===== src/design/tajp_pkg.sv =====
// ----------------------------------------------------------------------------
// tajp_pkg: shared types and constants
// Types, constants and register indexes shared by the two-axis joint PID.
// ----------------------------------------------------------------------------
`default_nettype none

package tajp_pkg;

  // Width of the joint angle; the setpoint and the angle error wrap at 2^ANGLE_BITS.
  localparam int ANGLE_BITS = 10;

  // Stick deadband and the step reciprocal: step = 1 + |stick|/100,
  // with |stick|/100 computed as (|stick| * 5243) >> 19 (exact up to 1024).
  localparam int unsigned DEADBAND    = 24;
  localparam int unsigned STEP_RECIP  = 5243;
  localparam int unsigned STEP_SHIFT  = 19;
  localparam int unsigned ERROR_WRAP  = 1000;
  localparam int unsigned LIMIT_RESET = 25;

  // Configuration register indexes (word addresses).
  localparam logic [2:0] REG_ROLL_GAIN    = 3'd0;
  localparam logic [2:0] REG_ROLL_ITIME   = 3'd1;
  localparam logic [2:0] REG_ROLL_DTIME   = 3'd2;
  localparam logic [2:0] REG_PITCH_GAIN   = 3'd3;
  localparam logic [2:0] REG_PITCH_ITIME  = 3'd4;
  localparam logic [2:0] REG_PITCH_DTIME  = 3'd5;
  localparam logic [2:0] REG_SAMPLE       = 3'd6;
  localparam logic [2:0] REG_LIMIT        = 3'd7;

  typedef struct packed {
    logic [15:0] kp;
    logic [15:0] ti;
    logic [15:0] td;
  } axis_cfg_t;

  typedef struct packed {
    logic signed [10:0] stick;
    logic [9:0]         angle;
    logic [7:0]         current;
  } lane_in_t;

endpackage

`default_nettype wire


===== src/design/tajp_lane.sv =====
// ----------------------------------------------------------------------------
// tajp_lane: one axis of the joint controller
// Setpoint tracking and a sequenced PID with one shared multi-cycle divider.
// ----------------------------------------------------------------------------
`default_nettype none

module tajp_lane (
  input  wire logic               clk,
  input  wire logic               rst,
  input  wire logic               start,
  input  wire logic               first,
  input  wire tajp_pkg::lane_in_t inp,
  input  wire tajp_pkg::axis_cfg_t cfg,
  input  wire logic [15:0]        ts,
  input  wire logic [7:0]         limit,
  output logic                    done,
  output logic signed [31:0]      drive,
  output logic [9:0]              target
);

  localparam int AB = tajp_pkg::ANGLE_BITS;
  localparam int EW = (AB + 2 > 12) ? AB + 2 : 12;
  localparam int DW = EW + 31;
  localparam int SW = EW + 34;
  localparam int IW = EW + 17;
  localparam int CW = $clog2(DW + 1);
  localparam logic signed [EW-1:0] RANGE  = EW'(1) << AB;
  localparam logic signed [EW-1:0] WRAP_P = EW'(tajp_pkg::ERROR_WRAP);
  localparam logic signed [EW-1:0] WRAP_N = -EW'(tajp_pkg::ERROR_WRAP);
  localparam logic signed [SW-1:0] MAXV   = (SW'(1) << 31) - SW'(1);
  localparam logic signed [SW-1:0] MINV   = -(SW'(1) << 31);
  localparam logic signed [10:0]   DB_P   = 11'(tajp_pkg::DEADBAND);
  localparam logic signed [10:0]   DB_N   = -11'(tajp_pkg::DEADBAND);

  typedef enum logic [3:0] {
    S_IDLE, S_SETP, S_ERR, S_PROD, S_DIVQ, S_MUL2, S_MUL3, S_DIVD, S_SUM1, S_SUM2
  } state_t;

  state_t state;

  logic signed [10:0]   stick;
  logic [AB-1:0]        angle;
  logic [7:0]           cur;
  logic                 first_r;
  logic [AB-1:0]        setpoint;
  logic                 holding;
  logic signed [EW-1:0] prev_e;
  logic signed [31:0]   integ;
  logic signed [EW-1:0] e_r;
  logic signed [EW-1:0] avg_r;
  logic signed [EW-1:0] diff_r;
  logic signed [SW-1:0] kpe;
  logic [31:0]          kptd;
  logic signed [IW-1:0] inc_a;
  logic signed [DW:0]   der_p;
  logic signed [SW-1:0] inc;
  logic signed [SW-1:0] der;
  logic signed [SW-1:0] s1;
  logic                 der_neg;
  logic [DW-1:0]        quo;
  logic [15:0]          rem;
  logic [15:0]          den;
  logic [CW-1:0]        cnt;

  // Setpoint step from the stick magnitude.
  logic [10:0]          mag;
  logic [23:0]          recip;
  logic [4:0]           step;
  logic [AB+9:0]        angle_wide;
  logic [AB+9:0]        sp_wide;
  logic signed [EW-1:0] e_raw;
  logic signed [EW-1:0] e_wrap;
  logic signed [EW:0]   sum_e;
  logic signed [EW:0]   sum_adj;
  logic [16:0]          rem_sh;
  logic                 ge;
  logic [15:0]          rem_nx;
  logic [DW-1:0]        quo_nx;
  logic [DW-1:0]        der_mag;
  logic signed [SW-1:0] total;
  logic signed [SW-1:0] integ_sum;

  function automatic logic signed [31:0] sat32(input logic signed [SW-1:0] v);
    if (v > MAXV) begin
      return 32'sh7fffffff;
    end else if (v < MINV) begin
      return 32'sh80000000;
    end
    return v[31:0];
  endfunction

  always_comb begin
    mag        = stick[10] ? 11'(-stick) : 11'(stick);
    recip      = 24'(mag) * 24'(tajp_pkg::STEP_RECIP);
    step       = 5'd1 + recip[23:tajp_pkg::STEP_SHIFT];
    angle_wide = (AB + 10)'(inp.angle);
    sp_wide    = (AB + 10)'(setpoint);
    e_raw      = EW'(setpoint) - EW'(angle);
    e_wrap     = e_raw;
    if (e_raw > WRAP_P) begin
      e_wrap = e_raw - RANGE;
    end else if (e_raw < WRAP_N) begin
      e_wrap = e_raw + RANGE;
    end
    // Average of this and the previous error, truncated toward zero.
    sum_e     = (EW + 1)'(e_r) + (EW + 1)'(prev_e);
    sum_adj   = sum_e + (EW + 1)'(sum_e[EW]);
    // One restoring-division step.
    rem_sh    = {rem, quo[DW-1]};
    ge        = rem_sh >= {1'b0, den};
    rem_nx    = ge ? 16'(rem_sh - {1'b0, den}) : rem_sh[15:0];
    quo_nx    = {quo[DW-2:0], ge};
    der_mag   = der_p[DW] ? DW'(-der_p) : DW'(der_p);
    total     = s1 + der;
    integ_sum = SW'(integ) + inc;
  end

  assign target = sp_wide[9:0];

  always_ff @(posedge clk) begin
    if (rst) begin
      state    <= S_IDLE;
      done     <= 1'b0;
      setpoint <= '0;
      holding  <= 1'b0;
      prev_e   <= '0;
      integ    <= '0;
      drive    <= '0;
    end else begin
      done <= (state == S_SUM2);
      unique case (state)
        S_IDLE: begin
          if (start) begin
            stick   <= inp.stick;
            angle   <= angle_wide[AB-1:0];
            cur     <= inp.current;
            first_r <= first;
            state   <= S_SETP;
          end
        end
        S_SETP: begin
          if (first_r) begin
            setpoint <= angle;
          end else if (stick > DB_P) begin
            setpoint <= setpoint + AB'(step);
          end else if (stick < DB_N) begin
            setpoint <= setpoint - AB'(step);
          end else if (stick != DB_P && stick != DB_N && !holding) begin
            setpoint <= angle;
          end
          if (stick > DB_P || stick < DB_N) begin
            holding <= 1'b0;
          end else if (stick != DB_P && stick != DB_N && !holding) begin
            holding <= 1'b1;
          end
          state <= S_ERR;
        end
        S_ERR: begin
          e_r   <= e_wrap;
          state <= S_PROD;
        end
        S_PROD: begin
          kpe    <= SW'(cfg.kp) * SW'(e_r);
          kptd   <= 32'(cfg.kp) * 32'(cfg.td);
          avg_r  <= sum_adj[EW:1];
          diff_r <= e_r - prev_e;
          quo    <= {cfg.kp, (DW - 16)'(0)};
          rem    <= '0;
          den    <= (cfg.ti == 16'd0) ? 16'd1 : cfg.ti;
          cnt    <= CW'(16);
          state  <= S_DIVQ;
        end
        S_DIVQ: begin
          quo <= quo_nx;
          rem <= rem_nx;
          cnt <= cnt - CW'(1);
          if (cnt == CW'(1)) begin
            state <= S_MUL2;
          end
        end
        S_MUL2: begin
          inc_a <= IW'(quo[15:0]) * IW'(avg_r);
          der_p <= (DW + 1)'(kptd) * (DW + 1)'(diff_r);
          state <= S_MUL3;
        end
        S_MUL3: begin
          inc     <= SW'(inc_a) * SW'(ts);
          der_neg <= der_p[DW];
          quo     <= der_mag;
          rem     <= '0;
          den     <= (ts == 16'd0) ? 16'd1 : ts;
          cnt     <= CW'(DW);
          state   <= S_DIVD;
        end
        S_DIVD: begin
          quo <= quo_nx;
          rem <= rem_nx;
          cnt <= cnt - CW'(1);
          if (cnt == CW'(1)) begin
            state <= S_SUM1;
          end
        end
        S_SUM1: begin
          der   <= der_neg ? -SW'(quo) : SW'(quo);
          s1    <= kpe + SW'(integ) + inc;
          state <= S_SUM2;
        end
        S_SUM2: begin
          drive  <= (cur < limit) ? sat32(total) : 32'sd0;
          integ  <= sat32(integ_sum);
          prev_e <= e_r;
          state  <= S_IDLE;
        end
        default: state <= S_IDLE;
      endcase
    end
  end

endmodule

`default_nettype wire

===== config.mk =====
export PLATFORM = sky130hd
export DESIGN_NAME = tajp_lane
export DESIGN_NICKNAME = d
export VERILOG_FILES = /design/src/design/tajp_pkg.sv /design/src/design/tajp_lane.sv
export SDC_FILE = /design/constraint.sdc
export NUM_CORES = 2
export LEC_CHECK = 0
export ABC_AREA = 1
export BUFFER_PORTS_ARGS = -buffer_cell sky130_fd_sc_hd__buf_2
export CAP_MARGIN = 5
export CORE_UTILIZATION = 35
export CTS_CLUSTER_SIZE = 10
export DETAILED_ROUTE_END_ITERATION = 7
export PLACE_DENSITY_LB_ADDON = 0.2
export SETUP_SLACK_MARGIN = 0.05
export SLEW_MARGIN = 30
export SYNTH_ARGS = -nofsm -noshare
export SYNTH_HDL_FRONTEND = slang
export SYNTH_SLANG_ARGS = --single-unit

===== constraint.sdc =====
create_clock -name clk -period 17.1 [get_ports clk]
set_clock_uncertainty 0.15 [all_clocks]
set_input_delay 0.855 -clock clk [delete_from_list [all_inputs] [get_ports clk]]
set_output_delay 0.855 -clock clk [all_outputs]
set_load 0.01 [all_outputs]

# After elaboration in Yosys (flattened, before gate mapping)

Cells that the tools add are included.

Flip-flop bits (word level): 529
Bits in latches: 0
RAM bits: 0
ROM bits: 0
Output and inout bits: 43
Logic and storage cells: 140
Memories: 0

$add $sub $neg: 18
Multiply operators: 6
Div/mod/pow operators: 0
$lt $le $gt $ge: 10
Equality and inequality tests: 15
Shifts and indexed selects: 0
Mux-type cells: 37
Bitwise gates (word level): 1
Reductions and logical operators: 26

Operators by type and width:

| operator                                                      | count |
|---|---|
| 2-to-1 mux 32 bit                                             | 7 |
| case mux 43 bit (3 select lines)                              | 1 |
| adder 46 bit                                                  | 2 |
| > comparator 46 x 32 -> 1 bit (second input constant)         | 2 |
| less-than comparator 46 x 32 -> 1 bit (second input constant) | 2 |
| 2-to-1 mux 43 bit                                             | 2 |
| case mux 16 bit (2 select lines)                              | 2 |
| multiplier 17 x 12 -> 29 bit                                  | 2 |
| 2-to-1 mux 16 bit                                             | 3 |
| adder 32 x 46 -> 46 bit                                       | 1 |
| adder 46 x 32 -> 46 bit                                       | 1 |
| multiplier 29 x 17 -> 46 bit                                  | 1 |
| negation 43 -> 46 bit                                         | 1 |
| multiplier 33 x 12 -> 44 bit                                  | 1 |
| negation 43 bit                                               | 1 |
| 2-to-1 mux 10 bit                                             | 4 |
| case mux 4 bit (9 select lines)                               | 1 |
| logical NOT 16 bit                                            | 2 |
| multiplier 16 x 16 -> 32 bit                                  | 1 |
| multiplier 11 x 13 -> 24 bit (second input constant)          | 1 |
| 2-to-1 mux 12 bit                                             | 2 |
| inequality test 11 x 6 -> 1 bit (second input constant)       | 2 |
| AND reduction 2 bit                                           | 10 |
| case mux 6 bit (3 select lines)                               | 1 |
| other kinds (37)                                              | 60 |

# Depth between registers and ports, before layout

Depth after elaboration: 8
Depth in mapped cells: 45
Depth with buffers taken out: 45

# Least setup slack after synthesis

OpenSTA, ideal clock, no wires.

Path type: input to register
From: input rst
To: register der[0] (enable)
Setup time: 0.773 ns
Arrival time: 9.668 ns
Required time: 16.177 ns
Setup slack: 6.509 ns
Cell stages on the path: 1
Buffers on the path: 0
Path through: nor4_1

Cells in the longest elaborated chain, start to end: 2

RTL lines:

| item                          | RTL line         | RTL |
|---|---|---|
| start: declaration            | tajp_lane.sv:9   | `input wire logic rst,` |
| NOT 1 bit (no line)           | n/a              |  |
| AND reduction 2 bit (no line) | n/a              |  |
| end signal: assignment        | tajp_lane.sv:204 | `der <= der_neg ? -SW'(quo) : SW'(quo);` |
| end: declaration              | tajp_lane.sv:57  | `logic signed [SW-1:0] der;` |

Every way passes these cells.
A chain may end at the register's enable or synchronous reset.

# Final worst setup path

From: register stick[0]
To: register setpoint[9] (netlist: target[9])

Cells in the longest elaborated chain, start to end: 8
Elaborated cells on any way between the ends: 17
Classes of those cells: 4 x add/sub; 1 x mul; 2 x order compare; 2 x eq/ne; 4 x mux; 4 x reduce/logical

RTL lines:

| item                         | RTL line         | RTL |
|---|---|---|
| start: declaration           | tajp_lane.sv:41  | `logic signed [10:0] stick;` |
| start signal: assignment     | tajp_lane.sv:134 | `stick <= inp.stick;` |
| negation 11 bit              | tajp_lane.sv:93  | `mag = stick[10] ? 11'(-stick) : 11'(stick);` |
| 2-to-1 mux 11 bit            | tajp_lane.sv:93  |  |
| multiplier 11 x 13 -> 24 bit | tajp_lane.sv:94  | `recip = 24'(mag) * 24'(tajp_pkg::STEP_RECIP);` |
| adder 1 x 5 -> 5 bit         | tajp_lane.sv:95  | `step = 5'd1 + recip[23:tajp_pkg::STEP_SHIFT];` |
| subtractor 10 x 5 -> 10 bit  | tajp_lane.sv:147 | `setpoint <= setpoint - AB'(step);` |
| 2-to-1 mux 10 bit            | tajp_lane.sv:146 | `end else if (stick < DB_N) begin` |
| 2-to-1 mux 10 bit            | tajp_lane.sv:144 | `end else if (stick > DB_P) begin` |
| 2-to-1 mux 10 bit            | tajp_lane.sv:142 | `if (first_r) begin` |
| end signal: assignment       | tajp_lane.sv:143 | `setpoint <= angle;` |
| end signal: assignment       | tajp_lane.sv:145 | `setpoint <= setpoint + AB'(step);` |
| end signal: assignment       | tajp_lane.sv:147 |  |
| end: declaration             | tajp_lane.sv:45  | `logic [AB-1:0] setpoint;` |

Several ways; a longest one is shown, not always the timed one.

==> metrics.txt <==
GRT Util Overall 0.2208; routability cong. around 1; DRC errors left 0; CTS Buffer Depth 3; later-pin clock latency in the skew report about 0.72 ns; vias in the first global route roughly 73000; CTS tree done; Synthesized Nets roughly 13000; Port Buffers roughly 150; register area share after synthesis 0.1666; die width approximately 500 um; nets@finish between 10000 and 15000; Reg2Reg Depth between 40 and 50; share of cells above drive strength 1 0.04415; Crit path max-delay family adder cells; maxcap violations 0; routed len/inst around 19 um; WP depth between 40 and 50; WP buf/inv 9; post-synth top area share 0.3040; worst hold slack ~0.16 ns; Mapped Area about 87000 sq um; Worst slew margin 0.3182; post-route setup TNS 0 ns; predominant post-synthesis flop cell edfxtp_1; worst slew pin tran between 1 and 1.5 ns; core area 246200 sq um; Gate Count Post-Synth ~11000; Syn Area/Cell about 8 sq um; CP max stage delay between 0.6 and 0.7 ns; postcts setup bufs 0; initial core utilization 0.3523; Post-synth EDFFs between 400 and 500; CTS Sinks 512; Netlist cell types a little over 60; drt pass-1 iters 6; slowest stage cell, crit path edfxtp_1; outcome complete, no violations; first-pass GRT wire length approximately 430000 um; Arrival @ worst endpoint between 9 and 10 ns; row count approximately 180; post-route ant nets 0; fmax roughly 110 MHz; Most Frequent Cell on Critical Path inv_1; post-synthesis async set-or-reset flop share 0; Fin. Hold Viols 0; clock-pin slew on the worst setup and hold paths 0.06 ns; 1st-iter DRT viols between 4000 and 5000; area delta synth->final 7.431%; WP data required 17.59 ns; total via count in the routed design between 60000 and 70000; clock root buffer master clkbuf_16; chip height 499.8 um; top cells by area, synth fa_1 30%, edfxtp_1 15%, nand2_1 11%; max-slew violation count 0; Tcrit/Tclk final 0.5290; commonest non-fill, non-tap cell in the layout nand2_1; min Tclk post-route 9.046 ns; HPWL Detailed 223100 um; Yosys Warn Count 0; hold path cells 1; number of synthesized register bits slightly above 500; Crit Path Max Fanout 7; commonest cells after routing, fill and taps aside 2653 x nand2_1, 2642 x inv_1, 1317 x fa_1; GRT overflow 0; kind of critical path reg -> reg; initial antenna violation count 12; H-Tree Depth 3; IO Count roughly 150; Finished Core Util 0.3785; largest net degree at the start of global routing 74; hold_buf cts 0; Resize count post-CTS 0; Final setup viols 0; Routed WL ~270000 um; Hold Path Class in -> reg; post-DR vias/cell just under 5; Setup crit end kind register; Reg2Reg Setup Slack between 8 and 9 ns; Die ar. approximately 250000 sq um; CTS Buf Count 73; cell type with the largest total area after synthesis fa_1; RSZ-0062 raised after global routing no; CP Launch Type register
synth_stat cells (12+ instances only):
master / count
o31ai_1: 12
o21ai_0: 316
buf_1: 20
o211ai_1: 13
clkbuf_1: 356
nor3_1: 84
o21ai_1: 16
xor2_1: 240
o21a_1: 24
nand2_1: 2655
buf_2: 12
a21oi_2: 31
or2_2: 42
inv_2: 14
nor2_2: 17
nor2_1: 523
nor4_1: 38
edfxtp_1: 420
ha_1: 780
a21oi_1: 510
a22oi_1: 14
a21o_1: 23
nand3_1: 196
fa_1: 1317
inv_1: 2644
a31oi_1: 53
dfxtp_1: 92
nand4_1: 68
o21bai_1: 36
xnor2_1: 154
o221ai_1: 13
o22ai_1: 22
nand2_2: 17
kinds of logic (layout without fill, tap and decap cells):
group	after synthesis	count (layout)	share of synthesized area
simple gates	3677	3677	0.1705
buf+inv	3054	2995	0.1330
fa+ha+maj	2097	2097	0.4165
compound gates	1127	1127	0.07338
flops	512	512	0.1666
xor+xnor	395	395	0.03997
other cells	0	2	0
per-stage QoR:
stage	area (sq um)	setup WS [ns]	instances
5_1_grt	93180	7.067	14120
4_1_cts	93090	7.979	14110
6_report	93180	8.054	14120
3_3_place_gp	90540	7.950	13980
2_1_floorplan	86740	6.509	10860
3_5_place_dp	90570	8.033	13980
final cells by class:
| cell class | count | area (sq um) |
|---|---|---|
| inverters | 2658 | 9977 |
| repair buffers | 206 | 1229 |
| flip-flops and latches | 512 | 14460 |
| clock inverters | 36 | 541.8 |
| well taps | 3312 | 4144 |
| clock buffers | 95 | 1981 |
| diodes | 2 | 5.005 |
| multi-input cells | 7296 | 60850 |
| fillers | 25640 | 153000 |
flip-flops by register name, summed over array words and instances (netlist names), 4 cells and up:
signal	flops
prev_e	12
e_r	12
inc	46
der	46
diff_r	12
rem	16
state	4
integ	32
der_p	44
inc_a	29
stick	11
angle	10
avg_r	12
target	10
s1	46
cur	8
cnt	6
kpe	29
drive	32
quo	43
kptd	32
den	16
worst paths after layout:
kind | endpoint | startpoint
setup / recovery | target[9] | stick[0]
hold reg to reg | drive[21] | drive[21]
hold / removal | angle[4] | inp[12]
setup reg to reg | target[9] | stick[0]
layer usage:
layer / global-route usage / part of all wire / routed length, um / vias up
li1: - / - / - / 32550
met1: 0.2890 / 0.44 / 119400 / 34690
met2: 0.3844 / 0.49 / 132800 / 1631
met3: 0.02134 / 0.044 / 11960 / 338
met4: 0.06393 / 0.030 / 8200 / 4
met5: 0 / 0.000081 / 22 / -
Power is left out: the tool's default activity adds up to more than one toggle a clock period on the data nets, which glitch-free logic cannot reach.
